**src/hw/rtl/srsw_pkg.sv**
```systemverilog
// srsw_pkg: shared types and codes for the selective-repeat sender window.
// Used by srsw_ctrl, srsw_dp and selective_repeat_sender_window; no dependencies.
package srsw_pkg;

  // Field widths fixed by the interface
  localparam int REQ_W  = 2;
  localparam int KIND_W = 2;
  localparam int SEQ_W  = 8;
  localparam int BASE_W = 9;
  localparam int WS_W   = 5;
  localparam int TOT_W  = 9;
  localparam int CFG_W  = 9;
  localparam int CFG_IDX_W = 1;

  // Request codes
  localparam logic [REQ_W-1:0] REQ_FILL    = 2'd0;
  localparam logic [REQ_W-1:0] REQ_ACK     = 2'd1;
  localparam logic [REQ_W-1:0] REQ_TIMEOUT = 2'd2;

  // Result kinds
  localparam logic [KIND_W-1:0] KIND_NEW    = 2'd0;
  localparam logic [KIND_W-1:0] KIND_RETX   = 2'd1;
  localparam logic [KIND_W-1:0] KIND_STATUS = 2'd2;
  localparam logic [KIND_W-1:0] KIND_REJECT = 2'd3;

  // Config register indexes and reset values
  localparam logic [CFG_IDX_W-1:0] CFG_WINDOW_SIZE   = 1'd0;
  localparam logic [CFG_IDX_W-1:0] CFG_TOTAL_PACKETS = 1'd1;
  localparam logic [WS_W-1:0]      WS_RST  = 5'd4;
  localparam logic [TOT_W-1:0]     TOT_RST = 9'd9;

  // Controller -> datapath commands
  typedef struct packed {
    logic capture;     // latch request, start scan at base, drop held result
    logic fill_step;   // emit next new seq, clear its bitmap entry, advance
    logic emit_hold;   // emit the held result (status if none held)
    logic emit_last;   // last flag for the beat emitted this cycle
    logic ack_mark;    // set bitmap entry of the acked seq
    logic set_reject;  // hold a rejected-ack result
    logic set_scan;    // hold a retransmit of the scan pointer
    logic rd_base;     // read bitmap at window base
    logic base_inc;    // advance window base
    logic rd_scan;     // read bitmap at scan pointer
    logic scan_inc;    // advance scan pointer
  } srsw_cmd_t;

  // Datapath -> controller status
  typedef struct packed {
    logic [REQ_W-1:0] req;
    logic fill_ok;
    logic fill_next_ok;
    logic ack_bad;
    logic base_ok;
    logic scan_ok;
    logic rd_bit;
    logic hold_valid;
    logic slot_free;
  } srsw_sts_t;

endpackage

```
**src/hw/rtl/srsw_ctrl.sv**
```systemverilog
// srsw_ctrl: sequencing state machine for the sender window.
// Depends on srsw_pkg; drives srsw_dp through command/status structs.
module srsw_ctrl (
  input  logic                  clk,
  input  logic                  rst_n,
  input  logic                  in_valid,
  output logic                  in_stall,
  input  srsw_pkg::srsw_sts_t   sts,
  output srsw_pkg::srsw_cmd_t   cmd
);

  typedef enum logic [6:0] {
    ST_IDLE     = 7'b0000001,
    ST_DISPATCH = 7'b0000010,
    ST_FILL     = 7'b0000100,
    ST_BASE_RD  = 7'b0001000,
    ST_BASE_CHK = 7'b0010000,
    ST_SCAN_RD  = 7'b0100000,
    ST_SCAN_CHK = 7'b1000000
  } state_t;

  // ST_FINAL folded in as a one-hot code of its own below
  typedef enum logic [1:0] {
    FIN_NONE = 2'b01,
    FIN_WAIT = 2'b10
  } fin_t;

  state_t state_r, state_nxt;
  fin_t   fin_r, fin_nxt;

  always_comb begin
    cmd       = '0;
    state_nxt = state_r;
    fin_nxt   = fin_r;
    in_stall  = !((state_r == ST_IDLE) && (fin_r == FIN_NONE));

    if (fin_r == FIN_WAIT) begin
      // final beat of the item: held result, or status when nothing is held
      if (sts.slot_free) begin
        cmd.emit_hold = 1'b1;
        cmd.emit_last = 1'b1;
        fin_nxt       = FIN_NONE;
        state_nxt     = ST_IDLE;
      end
    end else begin
      case (state_r)
        ST_IDLE: begin
          if (in_valid) begin
            cmd.capture = 1'b1;
            state_nxt   = ST_DISPATCH;
          end
        end
        ST_DISPATCH: begin
          case (sts.req)
            srsw_pkg::REQ_FILL:    state_nxt = ST_FILL;
            srsw_pkg::REQ_ACK: begin
              if (sts.ack_bad) begin
                cmd.set_reject = 1'b1;
                fin_nxt        = FIN_WAIT;
              end else begin
                cmd.ack_mark = 1'b1;
                state_nxt    = ST_BASE_RD;
              end
            end
            srsw_pkg::REQ_TIMEOUT: state_nxt = ST_SCAN_RD;
            default:               fin_nxt   = FIN_WAIT;
          endcase
        end
        ST_FILL: begin
          if (!sts.fill_ok) begin
            fin_nxt = FIN_WAIT;
          end else if (sts.slot_free) begin
            cmd.fill_step = 1'b1;
            cmd.emit_last = !sts.fill_next_ok;
            if (!sts.fill_next_ok) begin
              state_nxt = ST_IDLE;
            end
          end
        end
        ST_BASE_RD: begin
          if (sts.base_ok) begin
            cmd.rd_base = 1'b1;
            state_nxt   = ST_BASE_CHK;
          end else begin
            fin_nxt = FIN_WAIT;
          end
        end
        ST_BASE_CHK: begin
          if (sts.rd_bit) begin
            cmd.base_inc = 1'b1;
            state_nxt    = ST_BASE_RD;
          end else begin
            fin_nxt = FIN_WAIT;
          end
        end
        ST_SCAN_RD: begin
          if (sts.scan_ok) begin
            cmd.rd_scan = 1'b1;
            state_nxt   = ST_SCAN_CHK;
          end else begin
            fin_nxt = FIN_WAIT;
          end
        end
        ST_SCAN_CHK: begin
          if (sts.rd_bit) begin
            cmd.scan_inc = 1'b1;
            state_nxt    = ST_SCAN_RD;
          end else if (!sts.hold_valid) begin
            cmd.set_scan = 1'b1;
            cmd.scan_inc = 1'b1;
            state_nxt    = ST_SCAN_RD;
          end else if (sts.slot_free) begin
            // older candidate goes out, newer one takes its place
            cmd.emit_hold = 1'b1;
            cmd.set_scan  = 1'b1;
            cmd.scan_inc  = 1'b1;
            state_nxt     = ST_SCAN_RD;
          end
        end
        default: state_nxt = ST_IDLE;
      endcase
    end
  end

  always_ff @(posedge clk) begin
    if (!rst_n) begin
      state_r <= ST_IDLE;
      fin_r   <= FIN_NONE;
    end else begin
      state_r <= state_nxt;
      fin_r   <= fin_nxt;
    end
  end

endmodule

```
**src/hw/rtl/srsw_dp.sv**
```systemverilog
// srsw_dp: window registers, config, acked bitmap memory and output register.
// Depends on srsw_pkg; commanded by srsw_ctrl.
module srsw_dp #(
  parameter int MAX_PACKETS = 256,
  parameter int MAX_WINDOW  = 16
) (
  input  logic                              clk,
  input  logic                              rst_n,
  input  logic                              cfg_we,
  input  logic [srsw_pkg::CFG_IDX_W-1:0]    cfg_idx,
  input  logic [srsw_pkg::CFG_W-1:0]        cfg_wdata,
  input  logic [srsw_pkg::REQ_W-1:0]        in_req_type,
  input  logic [srsw_pkg::SEQ_W-1:0]        in_ack_seq,
  input  logic                              out_stall,
  input  srsw_pkg::srsw_cmd_t               cmd,
  output srsw_pkg::srsw_sts_t               sts,
  output logic                              out_valid,
  output logic [srsw_pkg::KIND_W-1:0]       out_result_kind,
  output logic [srsw_pkg::SEQ_W-1:0]        out_seq,
  output logic [srsw_pkg::BASE_W-1:0]       out_window_base,
  output logic                              out_all_done,
  output logic                              out_last
);

  localparam int PW = $clog2(MAX_PACKETS + 1);
  localparam int AW = $clog2(MAX_PACKETS);
  localparam int SW = ((PW > srsw_pkg::BASE_W) ? PW : srsw_pkg::BASE_W) + 1;
  localparam logic [SW-1:0] MAXP = SW'(MAX_PACKETS);
  localparam logic [SW-1:0] MAXW = SW'(MAX_WINDOW);

  logic [srsw_pkg::WS_W-1:0]   ws_cfg_r;
  logic [srsw_pkg::TOT_W-1:0]  tot_cfg_r;
  logic [PW-1:0]               base_r, nns_r;
  logic [SW-1:0]               scan_r;
  logic [srsw_pkg::REQ_W-1:0]  req_r;
  logic [srsw_pkg::SEQ_W-1:0]  ack_r;
  logic                        hold_valid_r;
  logic [srsw_pkg::KIND_W-1:0] hold_kind_r;
  logic [srsw_pkg::SEQ_W-1:0]  hold_seq_r;
  logic                        rd_bit_r;
  logic                        out_valid_r, out_last_r, out_done_r;
  logic [srsw_pkg::KIND_W-1:0] out_kind_r;
  logic [srsw_pkg::SEQ_W-1:0]  out_seq_r;
  logic [srsw_pkg::BASE_W-1:0] out_base_r;

  logic ack_map_mem [MAX_PACKETS];

  logic [SW-1:0] eff_w, eff_tot, base_ext, nns_ext, nns_inc, lim, ack_ext;
  logic          mem_we, mem_wd, mem_re;
  logic [AW-1:0] mem_wa, mem_ra;
  logic          slot_free;

  always_comb begin
    eff_w    = (SW'(ws_cfg_r) > MAXW) ? MAXW : SW'(ws_cfg_r);
    eff_tot  = (SW'(tot_cfg_r) > MAXP) ? MAXP : SW'(tot_cfg_r);
    base_ext = SW'(base_r);
    nns_ext  = SW'(nns_r);
    nns_inc  = nns_ext + SW'(1);
    lim      = base_ext + eff_w;
    ack_ext  = SW'(ack_r);
    slot_free = !out_valid_r || !out_stall;

    sts.req          = req_r;
    sts.fill_ok      = (nns_ext < lim) && (nns_ext < eff_tot);
    sts.fill_next_ok = (nns_inc < lim) && (nns_inc < eff_tot);
    sts.ack_bad      = (ack_ext >= nns_ext) || (ack_ext >= MAXP);
    // entries at or past the next new seq were never acked since reset
    sts.base_ok      = (base_ext < eff_tot) && (base_ext < MAXP) && (base_ext < nns_ext);
    sts.scan_ok      = (scan_r < nns_ext) && (scan_r < lim) && (scan_r < MAXP);
    sts.rd_bit       = rd_bit_r;
    sts.hold_valid   = hold_valid_r;
    sts.slot_free    = slot_free;

    // sending a packet clears its entry, so stale contents never show
    mem_we = cmd.fill_step || cmd.ack_mark;
    mem_wd = cmd.ack_mark;
    mem_wa = cmd.ack_mark ? ack_ext[AW-1:0] : nns_r[AW-1:0];
    mem_re = cmd.rd_base || cmd.rd_scan;
    mem_ra = cmd.rd_scan ? scan_r[AW-1:0] : base_r[AW-1:0];
  end

  always_ff @(posedge clk) begin
    if (mem_we) begin
      ack_map_mem[mem_wa] <= mem_wd;
    end
    if (mem_re) begin
      rd_bit_r <= ack_map_mem[mem_ra];
    end
  end

  // control state
  always_ff @(posedge clk) begin
    if (!rst_n) begin
      ws_cfg_r     <= srsw_pkg::WS_RST;
      tot_cfg_r    <= srsw_pkg::TOT_RST;
      base_r       <= '0;
      nns_r        <= '0;
      hold_valid_r <= 1'b0;
      out_valid_r  <= 1'b0;
    end else begin
      if (cfg_we) begin
        case (cfg_idx)
          srsw_pkg::CFG_WINDOW_SIZE:   ws_cfg_r  <= cfg_wdata[srsw_pkg::WS_W-1:0];
          srsw_pkg::CFG_TOTAL_PACKETS: tot_cfg_r <= cfg_wdata[srsw_pkg::TOT_W-1:0];
          default: ;
        endcase
      end
      if (cmd.base_inc) begin
        base_r <= base_r + PW'(1);
      end
      if (cmd.fill_step) begin
        nns_r <= nns_r + PW'(1);
      end
      if (cmd.capture) begin
        hold_valid_r <= 1'b0;
      end else if (cmd.set_reject || cmd.set_scan) begin
        hold_valid_r <= 1'b1;
      end
      if (cmd.fill_step || cmd.emit_hold) begin
        out_valid_r <= 1'b1;
      end else if (!out_stall) begin
        out_valid_r <= 1'b0;
      end
    end
  end

  // payload
  always_ff @(posedge clk) begin
    if (cmd.capture) begin
      req_r  <= in_req_type;
      ack_r  <= in_ack_seq;
      scan_r <= base_ext;
    end else if (cmd.scan_inc) begin
      scan_r <= scan_r + SW'(1);
    end
    if (cmd.set_reject) begin
      hold_kind_r <= srsw_pkg::KIND_REJECT;
      hold_seq_r  <= ack_r;
    end else if (cmd.set_scan) begin
      hold_kind_r <= srsw_pkg::KIND_RETX;
      hold_seq_r  <= scan_r[srsw_pkg::SEQ_W-1:0];
    end
    if (cmd.fill_step || cmd.emit_hold) begin
      out_base_r <= base_ext[srsw_pkg::BASE_W-1:0];
      out_done_r <= base_ext >= eff_tot;
      out_last_r <= cmd.emit_last;
      if (cmd.fill_step) begin
        out_kind_r <= srsw_pkg::KIND_NEW;
        out_seq_r  <= nns_ext[srsw_pkg::SEQ_W-1:0];
      end else begin
        out_kind_r <= hold_valid_r ? hold_kind_r : srsw_pkg::KIND_STATUS;
        out_seq_r  <= hold_valid_r ? hold_seq_r : '0;
      end
    end
  end

  assign out_valid       = out_valid_r;
  assign out_result_kind = out_kind_r;
  assign out_seq         = out_seq_r;
  assign out_window_base = out_base_r;
  assign out_all_done    = out_done_r;
  assign out_last        = out_last_r;

endmodule

```
**src/hw/rtl/selective_repeat_sender_window.sv**
```systemverilog
// selective_repeat_sender_window: top level of the selective-repeat sender window.
// Depends on srsw_pkg, srsw_ctrl and srsw_dp.
//
// Usage:
//   Input channel (in_valid/in_stall) takes one request per beat: fill (send
//   every new seq the window and packet total allow), ack (mark in_ack_seq and
//   slide the base), or timeout (resend every unacked sent seq in the window).
//   Output channel (out_valid/out_stall) gives one or more result beats per
//   request; out_last marks the final one. A request with nothing to send
//   gives a single status beat; an ack of an unsent seq gives a reject beat.
//   cfg_we/cfg_idx/cfg_wdata write window_size (0) and total_packets (1);
//   write only while idle. Config writes never touch the window state.
// Sequencing: one request at a time. The bitmap walk has one read port with a
//   registered read: each entry is read in a *_RD state, checked in a *_CHK state.
// Reset (rst_n low, synchronous): base and next seq go to 0, config to 4 and
//   9. The bitmap needs no clearing pass: an entry is zeroed when its packet
//   is first sent, and entries at or past the next new seq read as unacked.
// Stall: a held output beat stays put while out_stall is high; the walk
//   pauses at its next emit. in_stall stays high until the last beat is
//   registered, and a new request may be taken while that beat still waits.
module selective_repeat_sender_window #(
  parameter int MAX_PACKETS = 256,
  parameter int MAX_WINDOW  = 16
) (
  input  logic                              clk,
  input  logic                              rst_n,
  input  logic                              cfg_we,
  input  logic [srsw_pkg::CFG_IDX_W-1:0]    cfg_idx,
  input  logic [srsw_pkg::CFG_W-1:0]        cfg_wdata,
  input  logic                              in_valid,
  output logic                              in_stall,
  input  logic [srsw_pkg::REQ_W-1:0]        in_req_type,
  input  logic [srsw_pkg::SEQ_W-1:0]        in_ack_seq,
  output logic                              out_valid,
  input  logic                              out_stall,
  output logic [srsw_pkg::KIND_W-1:0]       out_result_kind,
  output logic [srsw_pkg::SEQ_W-1:0]        out_seq,
  output logic [srsw_pkg::BASE_W-1:0]       out_window_base,
  output logic                              out_all_done,
  output logic                              out_last
);

  // command/status link between sequencer and datapath
  srsw_pkg::srsw_cmd_t cmd;
  srsw_pkg::srsw_sts_t sts;

  // sequencer: one request at a time, walks the bitmap through the datapath
  srsw_ctrl u_ctrl (
    .clk      (clk),
    .rst_n    (rst_n),
    .in_valid (in_valid),
    .in_stall (in_stall),
    .sts      (sts),
    .cmd      (cmd)
  );

  // datapath: window pointers, config, bitmap memory, output beat register
  srsw_dp #(
    .MAX_PACKETS (MAX_PACKETS),
    .MAX_WINDOW  (MAX_WINDOW)
  ) u_dp (
    .clk             (clk),
    .rst_n           (rst_n),
    .cfg_we          (cfg_we),
    .cfg_idx         (cfg_idx),
    .cfg_wdata       (cfg_wdata),
    .in_req_type     (in_req_type),
    .in_ack_seq      (in_ack_seq),
    .out_stall       (out_stall),
    .cmd             (cmd),
    .sts             (sts),
    .out_valid       (out_valid),
    .out_result_kind (out_result_kind),
    .out_seq         (out_seq),
    .out_window_base (out_window_base),
    .out_all_done    (out_all_done),
    .out_last        (out_last)
  );

endmodule
```
**config.mk**
```make
export PLATFORM = sky130hd
export DESIGN_NAME = selective_repeat_sender_window
export DESIGN_NICKNAME = d
export VERILOG_FILES = /design/src/hw/rtl/srsw_pkg.sv /design/src/hw/rtl/srsw_ctrl.sv /design/src/hw/rtl/srsw_dp.sv /design/src/hw/rtl/selective_repeat_sender_window.sv
export SDC_FILE = /design/constraint.sdc
export NUM_CORES = 1
export LEC_CHECK = 0
export ABC_AREA = 0
export BUFFER_PORTS_ARGS = -buffer_cell sky130_fd_sc_hd__buf_2
export CORE_UTILIZATION = 50
export CTS_CLUSTER_SIZE = 25
export DETAILED_ROUTE_END_ITERATION = 8
export PLACE_DENSITY_LB_ADDON = 0.08
export SLEW_MARGIN = 10
export SYNTH_ARGS = -nofsm -noshare
export SYNTH_HDL_FRONTEND = slang
export SYNTH_SLANG_ARGS = --single-unit
```
**constraint.sdc**
```tcl
create_clock -name clk -period 6.3 [get_ports clk]
set_input_delay 0 -clock clk [delete_from_list [all_inputs] [get_ports clk]]
set_output_delay 0 -clock clk [all_outputs]
set_load 0.05 [all_outputs]
```
==> out/results.txt <==
DP Area = 18790 um2
number of global-route vias before repair = 13.12k
power density over the cells = 275.5 nW/um2
WP data arrival = 6.22 ns
Cells after Synth = 1726
most common cell after layout, fill and taps aside = nor2_1
largest family of logic cells by synthesized area = simple AND/OR/NAND/NOR gates
routability cong. = 0.9157
Yosys top cell area share = 51.11%
DR vias = 13.49k
Mapped Area = 17920 um2
Tightest Pin Transition = 1.091 ns
Slew Viols, Final = 0
CTS tree = built
global-route wire length before repair = 77510 um
final hold vios = 0
wire length per cell = 22.19 um
Worst-path clk slew = 0.06 ns
setup tns final = 0 ns
leakage = 0.007420 uW
Synth Area in Simple Gates = 19.15%
WP buf/inv = 3
cell depth of the worst hold path = 4
# DRC = 0
root buf cell = clkbuf_16
CP Cell Sequence = nand2b_1 -> inv_1 -> ha_1 -> a21oi_1 -> o211ai_1 -> nand3_1 -> ha_1 -> and3_1 -> o21ai_1 -> o311a_1 -> nand3b_1 -> and4_1 -> a311oi_2 -> buf_4 -> nand4_1 -> and2_1 -> buf_4 -> nand2_1 -> a32oi_1 -> and4_1 -> a311oi_1 -> or4bb_1 -> and4_1
diodes inserted = 0
TritonCTS buffer count = 39
run status = finished clean
Core Rows = 68
post-synthesis xor/xnor area fraction = 1.704%
Final Cycle Share = 93.74%
ratio of cells with drive above 1 in the final layout = 10.84%
Clock Skews = 0.02891 ns
number of DRC markers in iteration 0 = 1255
antenna violations before repair = 1
Hold Path Class = input port to register
Avg Cell Area, Syn = 10.38 um2
Max-Cap Viols = 0
mux share of post-synthesis cell area = 4.252%
utilization after layout = 58.70%
async set-reset flop share out of synthesis = 0%
Pwr Total = 5641 uW
RSZ-0062 raised after global routing = no
reg2reg path depth = 23
Chip Width = 191.3 um
Core Area = 34880 um2
Setup CP Type = register to register
Req. time, crit path = 6.61 ns
worst-case clock buffer depth = 3
commonest non-fill, non-tap cells in the layout = 325 x nor2_1, 305 x edfxtp_1, 249 x nand2_1
vias per cell = 5.888
drt pass-1 iters = 6
Top Ports = 48
synth-to-layout area growth = 14.27%
yosys synthesis warning count = 0
Worst R2R Setup Slack = 0.39 ns
Remaining Overflow, GRT = 0
initial core utilization = 51.37%
Compound-Gate Fraction of Synth Area = 10.21%
CTS H-tree depth = 2
CP Depth = 23
synth top area cells = edfxtp_1 51%, nor2_1 6.8%, nand2_1 5.2%, dfxtp_1 5.0%, ha_1 5.0%
final setup vio count = 0
top cell family by delay on the critical path = simple AND/OR/NAND/NOR gates
crit-path most repeated cell = and4_1
FMAX = 169.3 MHz
sequential area share after synthesis = 56.14%
Num Clock Sinks = 350
All-Layer GR Usage = 28.45%
Nets = 1903
Critical-path top delay cell = or4bb_1
DIE AREA = 36600 um2
CP Launch Type = register
post-synthesis cell type count = 83
Critical Path Fanout Max = 22
IO Port Bufs = 47
flops & latches, synth = 350
leading area contributor after synthesis = edfxtp_1
minimum clock period = 5.906 ns
Net Count, Synth = 1824
largest net degree at the start of global routing = 124
die height = 191.3 um
Final Cell Area = 20480 um2
DP Wirelength = 33740 um
Max-Slew Margin vs Limit = 27.10%
clk_lat worst skew = 0.57 ns
main flop type after synthesis = edfxtp_1
peak supply drop = 215.0 uV
Max stage delay on crit path = 0.42 ns
Post-Synth Adder-Cell Area = 5.321%
final WL = 50830 um
final antenna-violating net count = 0
Post-synth EDFFs = 305
CP Capture Type = register
[flip-flops by register name (all words and copies together), names as in the netlist, 5 cells and up]
register and cells:
u_dp.base_r 9, u_dp.ack_map_mem 256, u_dp.ws_cfg_r 5, u_dp.out_window_base 9
u_dp.hold_seq_r 8, u_ctrl.state_r 7, u_dp.ack_r 8, u_dp.scan_r 10
u_dp.out_seq 8, u_dp.tot_cfg_r 9, u_dp.nns_r 9
[layer usage]
metal	track usage, %	vias to the layer above	wire [um]
li1	-	6361	-
met1	39.62	6529	22590
met2	43.10	511	22530
met3	7.747	87	4420
met4	8.944	2	1274
met5	0	-	13
[cell type report]
class / count / area [um2]
Fill cell: 3023 / 14410
Sequential cell: 350 / 10060
Multi-Input combinational cell: 1244 / 7307
Timing Repair Buffer: 138 / 1079
Clock buffer: 48 / 1072
Tap cell: 455 / 569.3
Clock inverter: 24 / 264.0
Inverter: 32 / 125.1
[path summary, 6_finish.rpt]
check                                       start                end
worst max-delay path             u_dp.ws_cfg_r[4]      u_dp.rd_bit_r
worst min-delay path                       cfg_we  u_dp.tot_cfg_r[2]
worst max register to register   u_dp.ws_cfg_r[4]      u_dp.rd_bit_r
worst min register to register  u_dp.tot_cfg_r[2]  u_dp.tot_cfg_r[2]
[where the power goes]
part	internal [uW]	switching [uW]	total, uW	leakage, uW
combinational	228	323	551	0.00317
clock	1420	950	2370	0.000660
sequential	2590	123	2720	0.00359
total	4240	1400	5640	0.00742
[worst min-delay path, stage by stage]
cell and delay, ns:
buf_2 0.11, and2_1 0.25, nand2_1 0.10, a21oi_1 0.05
[through the flow]
stage	cells	setup WS, ns	hold slack (ns)
2_1_floorplan	1726	0.3039	0.09887
3_3_place_gp	2185	0.5342	0.1759
3_5_place_dp	2185	0.3545	0.1781
4_1_cts	2291	0.3541	0.005306
5_1_grt	2291	0.08390	0.01923
6_report	2291	0.3944	0.01619
[synth_stat cells, drive strengths merged, types with 11 or more instances]
cell type  count
a21o          23
a21oi         71
a31oi         20
a32oi         19
and2          11
buf           39
clkbuf        61
dfxtp         45
edfxtp       305
ha            72
inv           27
mux2i         66
nand2        253
nand2b        20
nand3         84
nand4         14
nor2         328
nor2b         16
o21ai         51
xnor2         20
xor2          14
[logic make-up after synthesis]
kind of cell | Yosys count
compound gates | 272
xor+xnor | 34
fa+ha+maj | 76
buf+inv | 132
flops | 350
mux | 75
simple gates | 787
[repair_timing]
action | CTS | global route
setup buffers | 0 | 0
setup endpoints to repair | 0 | 1
hold buffers | 34 | 0
gates resized for setup | 0 | 2
endpoints found under the hold margin | 32 | 0
(Power assumes the default switching activity.)
